===== src/rtl/clcd_pkg.sv =====
package clcd_pkg;

    // Operation codes on the input channel
    localparam logic [2:0] OP_WRITE_CHAR = 3'd0;
    localparam logic [2:0] OP_SET_POS    = 3'd1;
    localparam logic [2:0] OP_CLEAR      = 3'd2;
    localparam logic [2:0] OP_FLIP_LINE  = 3'd3;
    localparam logic [2:0] OP_WRITE_AT   = 3'd4;
    localparam logic [2:0] OP_BLANK_AT   = 3'd5;
    localparam logic [2:0] OP_INIT       = 3'd6;

    // Register select values
    localparam logic RS_CMD  = 1'b0;
    localparam logic RS_DATA = 1'b1;

    // Display command bytes
    localparam logic [7:0] CMD_CLEAR       = 8'h01;
    localparam logic [7:0] CMD_HOME_4BIT   = 8'h02;
    localparam logic [7:0] CMD_FUNC_4BIT   = 8'h28;
    localparam logic [7:0] CMD_FUNC_8BIT   = 8'h38;
    localparam logic [7:0] CMD_DISPLAY_ON  = 8'h0C;
    localparam logic [7:0] CMD_SET_DDRAM   = 8'h80;
    localparam logic [7:0] CHAR_SPACE      = 8'h20;
    localparam logic [7:0] NIBBLE_MASK     = 8'hF0;

    // Register map (word index taken from paddr[2])
    localparam logic REG_BUS_MODE = 1'b0;
    localparam logic REG_VIS_COLS = 1'b1;
    localparam logic [5:0] VIS_COLS_RESET = 6'd16;

    // Most bytes any single operation produces (init in 4-bit mode)
    localparam int MAX_BYTES = 5;

    typedef struct packed {
        logic [2:0] operation;
        logic       row;
        logic [5:0] column;
        logic [7:0] char_code;
        logic       keep_position;
    } in_t;

    typedef struct packed {
        logic       reg_select;
        logic [7:0] bus_byte;
        logic       last;
    } out_t;

    typedef struct packed {
        logic       rs;
        logic [7:0] data;
    } xfer_t;

    // One operation after decode: up to MAX_BYTES bus bytes
    typedef struct packed {
        logic [2:0]                 count;
        xfer_t [MAX_BYTES-1:0]      xfers;
    } job_t;

    function automatic xfer_t cmd_xfer(input logic [7:0] b);
        xfer_t x;
        x.rs   = RS_CMD;
        x.data = b;
        return x;
    endfunction

    function automatic xfer_t data_xfer(input logic [7:0] b);
        xfer_t x;
        x.rs   = RS_DATA;
        x.data = b;
        return x;
    endfunction

    function automatic xfer_t set_xfer(input logic r, input logic [5:0] c);
        xfer_t x;
        x.rs   = RS_CMD;
        x.data = CMD_SET_DDRAM | {1'b0, r, c};
        return x;
    endfunction

endpackage


===== src/rtl/clcd_front.sv =====
module clcd_front (
    input  logic                aclk,
    input  logic                aresetn,
    input  logic                s_valid,
    output logic                s_ready,
    input  clcd_pkg::in_t       s_data,
    input  logic                bus_mode,
    input  logic [5:0]          vis_cols,
    input  logic                q_full,
    output logic                q_push,
    output clcd_pkg::job_t      q_job
);

    logic       row_reg, row_next;
    logic [5:0] col_reg, col_next;
    logic [5:0] vis;
    logic       take;
    clcd_pkg::job_t job;

    assign vis     = (vis_cols == 6'd0) ? 6'd1 : vis_cols;
    assign s_ready = !q_full;
    assign take    = s_valid && s_ready;

    always_comb begin
        job      = '0;
        row_next = row_reg;
        col_next = col_reg;
        case (s_data.operation)
            clcd_pkg::OP_WRITE_CHAR: begin
                if (col_reg >= vis) begin
                    // wrap onto the other line
                    row_next      = ~row_reg;
                    col_next      = 6'd1;
                    job.xfers[0]  = clcd_pkg::set_xfer(~row_reg, 6'd0);
                    job.xfers[1]  = clcd_pkg::data_xfer(s_data.char_code);
                    job.count     = 3'd2;
                end else begin
                    col_next      = col_reg + 6'd1;
                    job.xfers[0]  = clcd_pkg::data_xfer(s_data.char_code);
                    job.count     = 3'd1;
                end
            end
            clcd_pkg::OP_SET_POS: begin
                row_next     = s_data.row;
                col_next     = s_data.column;
                job.xfers[0] = clcd_pkg::set_xfer(s_data.row, s_data.column);
                job.count    = 3'd1;
            end
            clcd_pkg::OP_CLEAR: begin
                job.xfers[0] = clcd_pkg::cmd_xfer(clcd_pkg::CMD_CLEAR);
                if (s_data.keep_position) begin
                    job.xfers[1] = clcd_pkg::set_xfer(row_reg, col_reg);
                end else begin
                    row_next     = 1'b0;
                    col_next     = 6'd0;
                    job.xfers[1] = clcd_pkg::set_xfer(1'b0, 6'd0);
                end
                job.count = 3'd2;
            end
            clcd_pkg::OP_FLIP_LINE: begin
                row_next     = ~row_reg;
                job.xfers[0] = clcd_pkg::set_xfer(~row_reg, col_reg);
                job.count    = 3'd1;
            end
            clcd_pkg::OP_WRITE_AT, clcd_pkg::OP_BLANK_AT: begin
                // cursor ends where it was
                job.xfers[0] = clcd_pkg::set_xfer(s_data.row, s_data.column);
                job.xfers[1] = clcd_pkg::data_xfer(
                    (s_data.operation == clcd_pkg::OP_WRITE_AT) ?
                    s_data.char_code : clcd_pkg::CHAR_SPACE);
                job.xfers[2] = clcd_pkg::set_xfer(row_reg, col_reg);
                job.count    = 3'd3;
            end
            clcd_pkg::OP_INIT: begin
                row_next = 1'b0;
                col_next = 6'd0;
                if (bus_mode) begin
                    job.xfers[0] = clcd_pkg::cmd_xfer(clcd_pkg::CMD_HOME_4BIT);
                    job.xfers[1] = clcd_pkg::cmd_xfer(clcd_pkg::CMD_FUNC_4BIT);
                    job.xfers[2] = clcd_pkg::cmd_xfer(clcd_pkg::CMD_DISPLAY_ON);
                    job.xfers[3] = clcd_pkg::cmd_xfer(clcd_pkg::CMD_CLEAR);
                    job.xfers[4] = clcd_pkg::set_xfer(1'b0, 6'd0);
                    job.count    = 3'd5;
                end else begin
                    job.xfers[0] = clcd_pkg::cmd_xfer(clcd_pkg::CMD_FUNC_8BIT);
                    job.xfers[1] = clcd_pkg::cmd_xfer(clcd_pkg::CMD_DISPLAY_ON);
                    job.xfers[2] = clcd_pkg::cmd_xfer(clcd_pkg::CMD_CLEAR);
                    job.xfers[3] = clcd_pkg::set_xfer(1'b0, 6'd0);
                    job.count    = 3'd4;
                end
            end
            default: begin
                // unused code: dropped, no transfers
                job = '0;
            end
        endcase
    end

    assign q_push = take && (job.count != 3'd0);
    assign q_job  = job;

    always_ff @(posedge aclk) begin
        if (!aresetn) begin
            row_reg <= 1'b0;
            col_reg <= 6'd0;
        end else if (take) begin
            row_reg <= row_next;
            col_reg <= col_next;
        end
    end

endmodule


===== src/rtl/clcd_fifo.sv =====
module clcd_fifo #(
    parameter int DEPTH = 4
) (
    input  logic                aclk,
    input  logic                aresetn,
    input  logic                push,
    input  clcd_pkg::job_t      push_job,
    output logic                full,
    input  logic                pop,
    output clcd_pkg::job_t      head,
    output logic                empty
);

    localparam int PW = (DEPTH > 1) ? $clog2(DEPTH) : 1;
    localparam int CW = $clog2(DEPTH + 1);
    localparam logic [PW-1:0] LAST_PTR = PW'(DEPTH - 1);
    localparam logic [CW-1:0] FULL_CNT = CW'(DEPTH);

    clcd_pkg::job_t  mem [DEPTH];
    logic [PW-1:0]   wr_ptr_reg, rd_ptr_reg;
    logic [CW-1:0]   cnt_reg;
    logic            do_push, do_pop;

    assign full    = (cnt_reg == FULL_CNT);
    assign empty   = (cnt_reg == '0);
    assign do_push = push && !full;
    assign do_pop  = pop && !empty;
    assign head    = mem[rd_ptr_reg];

    always_ff @(posedge aclk) begin
        if (do_push) begin
            mem[wr_ptr_reg] <= push_job;
        end
    end

    always_ff @(posedge aclk) begin
        if (!aresetn) begin
            wr_ptr_reg <= '0;
            rd_ptr_reg <= '0;
            cnt_reg    <= '0;
        end else begin
            if (do_push) begin
                wr_ptr_reg <= (wr_ptr_reg == LAST_PTR) ? '0 : wr_ptr_reg + 1'b1;
            end
            if (do_pop) begin
                rd_ptr_reg <= (rd_ptr_reg == LAST_PTR) ? '0 : rd_ptr_reg + 1'b1;
            end
            case ({do_push, do_pop})
                2'b10:   cnt_reg <= cnt_reg + 1'b1;
                2'b01:   cnt_reg <= cnt_reg - 1'b1;
                default: cnt_reg <= cnt_reg;
            endcase
        end
    end

endmodule


===== src/rtl/clcd_back.sv =====
module clcd_back (
    input  logic                aclk,
    input  logic                aresetn,
    input  logic                bus_mode,
    input  clcd_pkg::job_t      head,
    input  logic                q_empty,
    output logic                q_pop,
    output logic                m_valid,
    input  logic                m_ready,
    output clcd_pkg::out_t      m_data
);

    logic [2:0]      idx_reg;
    logic            half_reg;
    logic            out_valid_reg;
    clcd_pkg::out_t  out_reg;
    clcd_pkg::xfer_t cur;
    clcd_pkg::out_t  beat;
    logic            advance, load, byte_done, job_done;

    assign cur       = head.xfers[idx_reg];
    assign byte_done = !bus_mode || half_reg;
    assign job_done  = byte_done && (idx_reg == head.count - 3'd1);

    always_comb begin
        beat.reg_select = cur.rs;
        if (!bus_mode) begin
            beat.bus_byte = cur.data;
        end else if (!half_reg) begin
            beat.bus_byte = cur.data & clcd_pkg::NIBBLE_MASK;
        end else begin
            beat.bus_byte = {cur.data[3:0], 4'h0};
        end
        beat.last = job_done;
    end

    // output stage refills whenever it is empty or being drained
    assign advance = !out_valid_reg || m_ready;
    assign load    = advance && !q_empty;
    assign q_pop   = load && job_done;

    always_ff @(posedge aclk) begin
        if (!aresetn) begin
            idx_reg       <= 3'd0;
            half_reg      <= 1'b0;
            out_valid_reg <= 1'b0;
        end else if (advance) begin
            out_valid_reg <= load;
            if (load) begin
                if (!byte_done) begin
                    half_reg <= 1'b1;
                end else begin
                    half_reg <= 1'b0;
                    idx_reg  <= job_done ? 3'd0 : idx_reg + 3'd1;
                end
            end
        end
    end

    always_ff @(posedge aclk) begin
        if (load) begin
            out_reg <= beat;
        end
    end

    assign m_valid = out_valid_reg;
    assign m_data  = out_reg;

endmodule


===== src/rtl/char_lcd_command_sequencer.sv =====
// Character display command sequencer.
// Input channel (s_valid/s_ready/s_data): one host operation per transfer
// (write char, set position, clear, flip line, write at, blank at, init).
// Result channel (m_valid/m_ready/m_data): one display bus transfer per beat,
// register select plus byte; in 4-bit mode each byte goes out as two beats,
// high nibble first in bits 7..4. m_data.last marks an operation's final beat.
// APB port: register 0 = bus_mode (bit 0), register 1 = visible_columns
// (bits 5..0, 0 acts as 1). Write only while the block is idle.
// The decoded job is registered in the queue; the back end then loads each
// beat into the output register that drives m_valid and m_data.
// The result side sends one beat per cycle while m_ready is high and a job
// is queued; an operation is 1 to 10 beats (init in 4-bit mode is the longest).
// The input side takes one operation per cycle while the decoded-job queue
// (QUEUE_DEPTH entries) has room; the single beat-per-cycle output register
// sets the sustained rate.
// When the receiver stalls, the output register holds its beat, the queue
// fills, and then s_ready drops. Unused operation codes are taken and dropped.
// Reset: cursor goes to row 0 column 0, bus_mode 0, visible_columns 16,
// queue and output empty.
module char_lcd_command_sequencer #(
    parameter int QUEUE_DEPTH = 4
) (
    input  logic            aclk,
    input  logic            aresetn,
    // host operations
    input  logic            s_valid,
    output logic            s_ready,
    input  clcd_pkg::in_t   s_data,
    // bus transfers
    output logic            m_valid,
    input  logic            m_ready,
    output clcd_pkg::out_t  m_data,
    // configuration
    input  logic            psel,
    input  logic            penable,
    input  logic            pwrite,
    input  logic [2:0]      paddr,
    input  logic [31:0]     pwdata,
    output logic [31:0]     prdata,
    output logic            pready
);

    logic            bus_mode_reg;
    logic [5:0]      vis_cols_reg;
    logic            cfg_wr;

    logic            q_push, q_pop, q_full, q_empty;
    clcd_pkg::job_t  q_in, q_head;

    // config registers: word select on paddr[2]
    assign pready = 1'b1;
    assign cfg_wr = psel && penable && pwrite && pready;

    always_ff @(posedge aclk) begin
        if (!aresetn) begin
            bus_mode_reg <= 1'b0;
            vis_cols_reg <= clcd_pkg::VIS_COLS_RESET;
        end else if (cfg_wr) begin
            case (paddr[2])
                clcd_pkg::REG_BUS_MODE: bus_mode_reg <= pwdata[0];
                clcd_pkg::REG_VIS_COLS: vis_cols_reg <= pwdata[5:0];
                default:                bus_mode_reg <= bus_mode_reg;
            endcase
        end
    end

    always_comb begin
        case (paddr[2])
            clcd_pkg::REG_BUS_MODE: prdata = {31'd0, bus_mode_reg};
            clcd_pkg::REG_VIS_COLS: prdata = {26'd0, vis_cols_reg};
            default:                prdata = 32'd0;
        endcase
    end

    // front: decode op, track cursor, build byte list
    clcd_front u_front (
        .aclk     (aclk),
        .aresetn  (aresetn),
        .s_valid  (s_valid),
        .s_ready  (s_ready),
        .s_data   (s_data),
        .bus_mode (bus_mode_reg),
        .vis_cols (vis_cols_reg),
        .q_full   (q_full),
        .q_push   (q_push),
        .q_job    (q_in)
    );

    // decoded jobs wait here so front and back stall independently
    clcd_fifo #(
        .DEPTH (QUEUE_DEPTH)
    ) u_fifo (
        .aclk     (aclk),
        .aresetn  (aresetn),
        .push     (q_push),
        .push_job (q_in),
        .full     (q_full),
        .pop      (q_pop),
        .head     (q_head),
        .empty    (q_empty)
    );

    // back: walk bytes/nibbles of the head job into the output register
    clcd_back u_back (
        .aclk     (aclk),
        .aresetn  (aresetn),
        .bus_mode (bus_mode_reg),
        .head     (q_head),
        .q_empty  (q_empty),
        .q_pop    (q_pop),
        .m_valid  (m_valid),
        .m_ready  (m_ready),
        .m_data   (m_data)
    );

endmodule


===== config.mk =====
export PLATFORM = sky130hd
export DESIGN_NAME = char_lcd_command_sequencer
export DESIGN_NICKNAME = d
export VERILOG_FILES = /design/src/rtl/clcd_pkg.sv /design/src/rtl/clcd_front.sv /design/src/rtl/clcd_fifo.sv /design/src/rtl/clcd_back.sv /design/src/rtl/char_lcd_command_sequencer.sv
export SDC_FILE = /design/constraint.sdc
export NUM_CORES = 1
export LEC_CHECK = 0
export BUFFER_PORTS_ARGS = -buffer_cell sky130_fd_sc_hd__buf_2
export CORE_ASPECT_RATIO = 1.5
export CORE_MARGIN = 5
export CORE_UTILIZATION = 35
export CTS_BUF_LIST = sky130_fd_sc_hd__clkbuf_16
export DETAILED_ROUTE_END_ITERATION = 8
export GPL_ROUTABILITY_DRIVEN = 0
export PLACE_DENSITY = 0.58
export SLEW_MARGIN = 20
export SYNTH_ARGS = -nofsm -noshare
export SYNTH_HDL_FRONTEND = slang
export SYNTH_SLANG_ARGS = --single-unit

===== constraint.sdc =====
create_clock -name aclk -period 4.06 [get_ports aclk]
set_clock_uncertainty 0.1 [all_clocks]
set_input_delay 0.812 -clock aclk [delete_from_list [all_inputs] [get_ports aclk]]
set_output_delay 0.812 -clock aclk [all_outputs]
set_load 0.05 [all_outputs]

==> metrics, run 1 <==
run status complete, no violations; area enclosed by the die boundary 0.0247 mm2; number of flip-flops in the largest register 124; die width 130 um; YS warnings 0; cells along the critical path buf_4 -> mux2_2 -> ha_1 -> xnor2_1 -> nor2_1 -> o2111a_2 -> and2_0 -> ha_1 -> fa_1 -> xnor2_1 -> or3_1 -> a21oi_1; DPL Wire Length 11900 um; async set-or-reset flop fraction in the synthesized netlist 0%; most used flip-flop cell after synthesis edfxtp_1; critical path's top delay family adder cells; total of hold buffers inserted after clock tree synthesis 0; fraction of layout cells with a size suffix above 1 21.7%; overall overflow remaining after global route 0; power per cell area 569 mW/mm2; DRC errors left 0; clock buffers created by TritonCTS 17; unique cell type count in the Yosys netlist 59; launching element type of the critical path flop; H-tree levels 4; Worst slew margin 50.8%; Worst Reg-to-Reg Cells 12; final-stage net count 681; Core Box Area 0.0211 mm2; average size of a mapped cell 13.7 um2; arrival time of data at the critical path endpoint 3720 ps; Worst VDD drop 0.000250 V; routed wirelength normalized by instance count 19.2 um; number of cells upsized or downsized after cts 0; max capacitance violation total 0; detailed-route via count 4680; number of flip-flops and latches in the synthesized netlist 162; starting density of the core 35.7%; cell leakage power 3.17 nW; portion of the clock cycle consumed by the worst path in the final layout 85.6%; number of setup violations in the final report 0; CP endpoint kind flop; maximum number of pins on one net before global-route repair 34; gate count after technology mapping 552; critical path's largest stage delay 380 ps; worst path buffer plus inverter count 1; quantity of I/O buffers inserted on ports 50; sequential area share after synthesis 60.7%; later-pin clock latency in the skew report 430 ps; vias per cell 5.29; number of placement rows 65; Hold Violations, Final 0; number of synthesized flops with an enable pin 134; Setup TNS 0 ps; clk root buf clkbuf_16; highest net fanout along the worst path 17; Pins Over Slew Limit 0; Min-Delay Path Class reg -> reg; setup repair after global routing missed its margin no; Worst Slack Setup Final 585 ps; critical path type reg -> reg; I/O pin count 106; Antenna Violating Nets Remaining 0; Setup Buffers After CTS 0; via count of the first global-routing pass 4886; area of the mapped netlist 0.00755 mm2; initial antenna violation count 0; Final min period 3480 ps; register with the most flip-flops u_fifo.mem; deepest clock path buffer count 2; Max Fclk 288 MHz; count of clock tree sinks 162; first-pass GRT wire length 27200 um; CP Depth 12; detailed router's first-iteration violation count 218; cell count of the worst hold path 2; vertical die dimension 190 um; count of inserted antenna diode cells 0; sum of routed wire length over all layers 17000 um; Clock transition at path regs 70 ps; GR Util All Layers 14.4%; worst-case setup slack after placement 562 ps; CTS tree done; Detailed Routing Iterations Pass 1 5; worst-margin pin slew 731 ps; Critical-path top delay cell mux2_2; area grow syn2layout 14.7%; endpoint required time on the critical path 4300 ps
-- worst reg2reg max path: cells and delay by family (launching register included) --
| kind | cells | cell delay [ps] |
|---|---|---|
| buffers and inverters | 1 | 330 |
| AO/OA/AOI/OAI | 2 | 340 |
| multiplexers | 1 | 380 |
| AND/OR/NAND/NOR | 3 | 600 |
| flip-flops | 1 | 370 |
| XOR/XNOR | 2 | 290 |
| adder cells (fa/ha/maj) | 3 | 970 |
-- layout by cell type (no fill, tap or decap), types with 7 or more instances in the layout --
cell / Yosys / final
edfxtp_1: 134 / 134
buf_2: 6 / 50
nand2_1: 45 / 45
nor2_1: 32 / 31
dfxtp_1: 28 / 27
conb_1: 2 / 27
mux4_2: 25 / 25
mux2i_1: 21 / 21
a21oi_1: 19 / 19
o21ai_0: 18 / 18
clkbuf_16: 0 / 17
nor3_1: 15 / 15
inv_1: 15 / 15
ha_1: 15 / 15
and2_1: 13 / 13
buf_4: 28 / 13
nand3_1: 11 / 11
nor2b_1: 10 / 10
a21o_1: 7 / 7
inv_6: 0 / 7
-- report_power, final --
part           leakage (nW)  internal, mW  switching, mW
clock network         0.312          1.05          0.689
logic                  1.38         0.366          0.758
registers              1.48          2.01         0.0612
total                  3.17          3.42           1.51
-- cells in the mapped netlist (3+ instances only) --
cell	n	share of area [%]
dfxtp_1	28	7.4
edfxtp_1	134	53
buf_4	28	2.8
xnor2_1	5	0.58
mux4_1	5	1.7
a2111oi_0	3	0.35
nor3_1	15	0.99
and2_1	13	1.1
o211ai_1	3	0.30
a311oi_1	3	0.35
ha_1	15	2.5
nor2b_1	10	0.83
mux2_2	3	0.45
a22oi_1	3	0.30
a221o_1	4	0.53
a21o_1	7	0.70
a31oi_1	4	0.33
buf_2	6	0.40
a22o_1	5	0.58
a221oi_1	3	0.35
inv_1	15	0.75
a211oi_1	4	0.40
clkbuf_1	21	1.0
nand3_1	11	0.73
nand2_1	45	2.2
nand4_1	4	0.33
mux4_2	25	7.5
nor2_1	32	1.6
mux2i_1	21	2.8
o21ai_0	18	1.2
a21oi_1	19	1.3
and3_1	4	0.33
-- metrics by stage --
step | instance area [um2] | hold WS (ps) | std cells | total power [mW] | utilization (%)
finish | 8670 | 397 | 885 | 4.93 | 41.0
global route | 8670 | 426 | 885 | 5.15 | 41.0
CTS | 8660 | 402 | 885 | 4.98 | 41.0
detailed placement | 8020 | 393 | 853 | 3.24 | 37.9
global placement | 8020 | 368 | 853 | 3.21 | 37.9
floorplan | 7650 | 354 | 577 | 2.97 | -
-- per-layer routing --
layer	up-vias	routed length, um	GRT usage, %
met3	29	995	3.06
li1	2154	-	-
met5	-	0	0
met4	0	412	5.96
met2	203	9030	25.2
met1	2294	6590	16.9
-- path summary, 6_finish.rpt --
check                                     startpoint                   end  slack [ps]
worst min-delay path            u_fifo.rd_ptr_reg[1]  u_fifo.rd_ptr_reg[1]         400
worst max-delay path                            flop     u_fifo.cnt_reg[2]         580
worst max register to register                  flop     u_fifo.cnt_reg[2]         580
worst min register to register  u_fifo.rd_ptr_reg[1]  u_fifo.rd_ptr_reg[1]         400
-- kinds of logic (layout without fill, tap and decap cells) --
logic type | after synthesis | in the layout | share of synthesized area, %
XOR/XNOR | 7 | 7 | 0.812
AND/OR/NAND/NOR | 147 | 147 | 9.46
flip-flops | 162 | 162 | 60.7
buffers and inverters | 74 | 114 | 5.48
other | 2 | 27 | 0.0994
AO/OA/AOI/OAI | 90 | 90 | 8.27
multiplexers | 54 | 54 | 12.4
adder cells (fa/ha/maj) | 16 | 16 | 2.75
-- cell type report --
class | instances | area, um2
Clock buffer | 17 | 425
Clock inverter | 15 | 218
Fill cell | 1962 | 12500
Inverter | 17 | 63.8
Multi-Input combinational cell | 341 | 2650
Sequential cell | 162 | 4590
Tap cell | 268 | 335
Timing Repair Buffer | 65 | 388
(Power assumes the default switching activity.)
==> run 2, diff against run 1 <==
Settings changed: CTS_BUF_LIST sky130_fd_sc_hd__clkbuf_16 to sky130_fd_sc_hd__clkbuf_2 sky130_fd_sc_hd__clkbuf_4 sky130_fd_sc_hd__clkbuf_8.
Clock period 4.06 ns to 4 ns, I/O delays scaled along.
==> run 2 against run 1 <==
Effect of this change: critical path depth is the same; utilization shrank 1.2 points; final cell count is the same; sequential power grew 2%; clock power shrank 30%; first-iteration DRC count grew 25%; wire length shrank 2.1%; total power shrank 10%.
==> metrics, run 2 (synthesis gave the netlist of run 1 again) <==
number of setup violations in the final report 0; power per cell area 528 mW/mm2; internal power of the cells 2.97 mW; multi-input combinational cell area 0.00265 mm2; later-pin clock latency in the skew report 460 ps; vertical die dimension 190 um; arrival time of data at the critical path endpoint 3700 ps; fraction of power consumed by sequential logic 47.5%; DPL Wire Length 11700 um; Min-Delay Path Class reg -> reg; Worst Reg-to-Reg Cells 12; Pins Over Slew Limit 0; worst-case setup slack after placement 596 ps; max capacitance violation total 0; DRC errors left 0; starting density of the core 35.7%; launching element type of the critical path flop; Setup Buffers After CTS 0; commonest cells after routing, fill and taps aside edfxtp_1 (134), buf_2 (50), nand2_1 (45); routed wirelength normalized by instance count 18.8 um; portion of the clock cycle consumed by the worst path in the final layout 85.5%; most common library cell in the layout ignoring fill and taps edfxtp_1; area enclosed by the die boundary 0.0247 mm2; area grow syn2layout 11.2%; cells along the critical path mux4_2 -> inv_1 -> ha_1 -> xnor2_1 -> nor2_1 -> o2111a_2 -> and2_0 -> ha_1 -> fa_1 -> xnor2_1 -> or3_1 -> a21oi_1; final-stage net count 681; worst slack on hold paths 388 ps; CTS tree done; Antenna Violating Nets Remaining 0; number of cells upsized or downsized after cts 0; relative contribution of combinational cells to total power 25.2%; critical path's largest stage delay 530 ps; critical path type reg -> reg; Worst Slack Setup Final 580 ps; register with the most flip-flops u_fifo.mem; worst reg-to-reg setup slack 580 ps; clock buffers created by TritonCTS 17; Critical-path top delay cell mux4_2; sum of routed wire length over all layers 16700 um; overall overflow remaining after global route 0; via count of the first global-routing pass 4652; count of inserted antenna diode cells 0; Hold Violations, Final 0; proportion of power drawn by the clock network 27.2%; detailed-route via count 4662; GR Util All Layers 14.0%; number of placement rows 65; worst-margin pin slew 1030 ps; critical path's top delay family adder cells; Detailed Routing Iterations Pass 1 5; die width 130 um; number of inserted filler cells in the final layout 1959; endpoint required time on the critical path 4280 ps; maximum number of pins on one net before global-route repair 32; Worst slew margin 30.8%; CP Depth 12; area occupied by registers 0.00459 mm2; vias per cell 5.27; worst path buffer plus inverter count 1; Final min period 3420 ps; sw frac 33.0%; I/O pin count 106; first-pass GRT wire length 26200 um; H-tree levels 4; deepest clock path buffer count 2; number of flip-flops in the largest register 124; clk root buf clkbuf_8; initial antenna violation count 0; cell leakage power 3.05 nW; count of clock tree sinks 162; detailed router's first-iteration violation count 273; Worst VDD drop 0.000226 V; Setup TNS 0 ps; net switching power of the design 1.46 mW; setup repair after global routing missed its margin no; Core Box Area 0.0211 mm2; run status complete, no violations; Clock transition at path regs 90 ps; quantity of I/O buffers inserted on ports 50; Max Fclk 292 MHz; fraction of layout cells with a size suffix above 1 21.6%; CP endpoint kind flop; cell count of the worst hold path 2; total of hold buffers inserted after clock tree synthesis 0; highest net fanout along the worst path 8
## run 2: worst paths after layout
check / from / to
setup reg to reg: flop / u_fifo.cnt_reg[2]
hold reg to reg: u_fifo.rd_ptr_reg[1] / u_fifo.rd_ptr_reg[1]
hold / removal: u_fifo.rd_ptr_reg[1] / u_fifo.rd_ptr_reg[1]
setup / recovery: flop / u_fifo.cnt_reg[2]
## run 2: per-layer routing
metal	up-vias	share of wire [%]	global-route usage [%]
met5	-	0	0
met4	0	1.4	4.48
met3	13	4.8	3.01
met2	176	54	24.8
met1	2319	40	16.8
li1	2154	-	-
## run 2: tightest hold or removal path, delay by kind of cell, from the launching register on
family	cells	cell delay (ps)
mux	1	70
simple gates	1	50
flops	1	320
## run 2: final cells by class
cell class | count | share of cell area [%]
clock buffer | 17 | 2.78
sequential | 162 | 54.6
clock inverter | 15 | 2.06
timing repair buffer | 65 | 4.32
inverter | 17 | 0.759
tap | 268 | 3.99
multi-input combinational | 341 | 31.5
## run 2: power groups by stage
| stage | clock network (mW) | logic (mW) | registers, mW |
|---|---|---|---|
| after floorplan | 0 | 0.685 | 2.33 |
| after global placement | 0 | 1.11 | 2.14 |
| after detailed placement | 0 | 1.13 | 2.15 |
| after CTS | 1.23 | 1.13 | 2.11 |
| after global routing | 1.32 | 1.22 | 2.13 |
| final | 1.21 | 1.12 | 2.11 |
## run 2: metrics by stage
step                utilization [%]  instance area (um2)  instances  power [mW]
CTS                            39.7                 8400        885        4.48
global route                   39.7                 8400        885        4.66
detailed placement             37.8                 8000        853        3.28
finish                         39.7                 8400        885        4.43
floorplan                         -                 7650        577        3.02
global placement               37.8                 8000        853        3.25
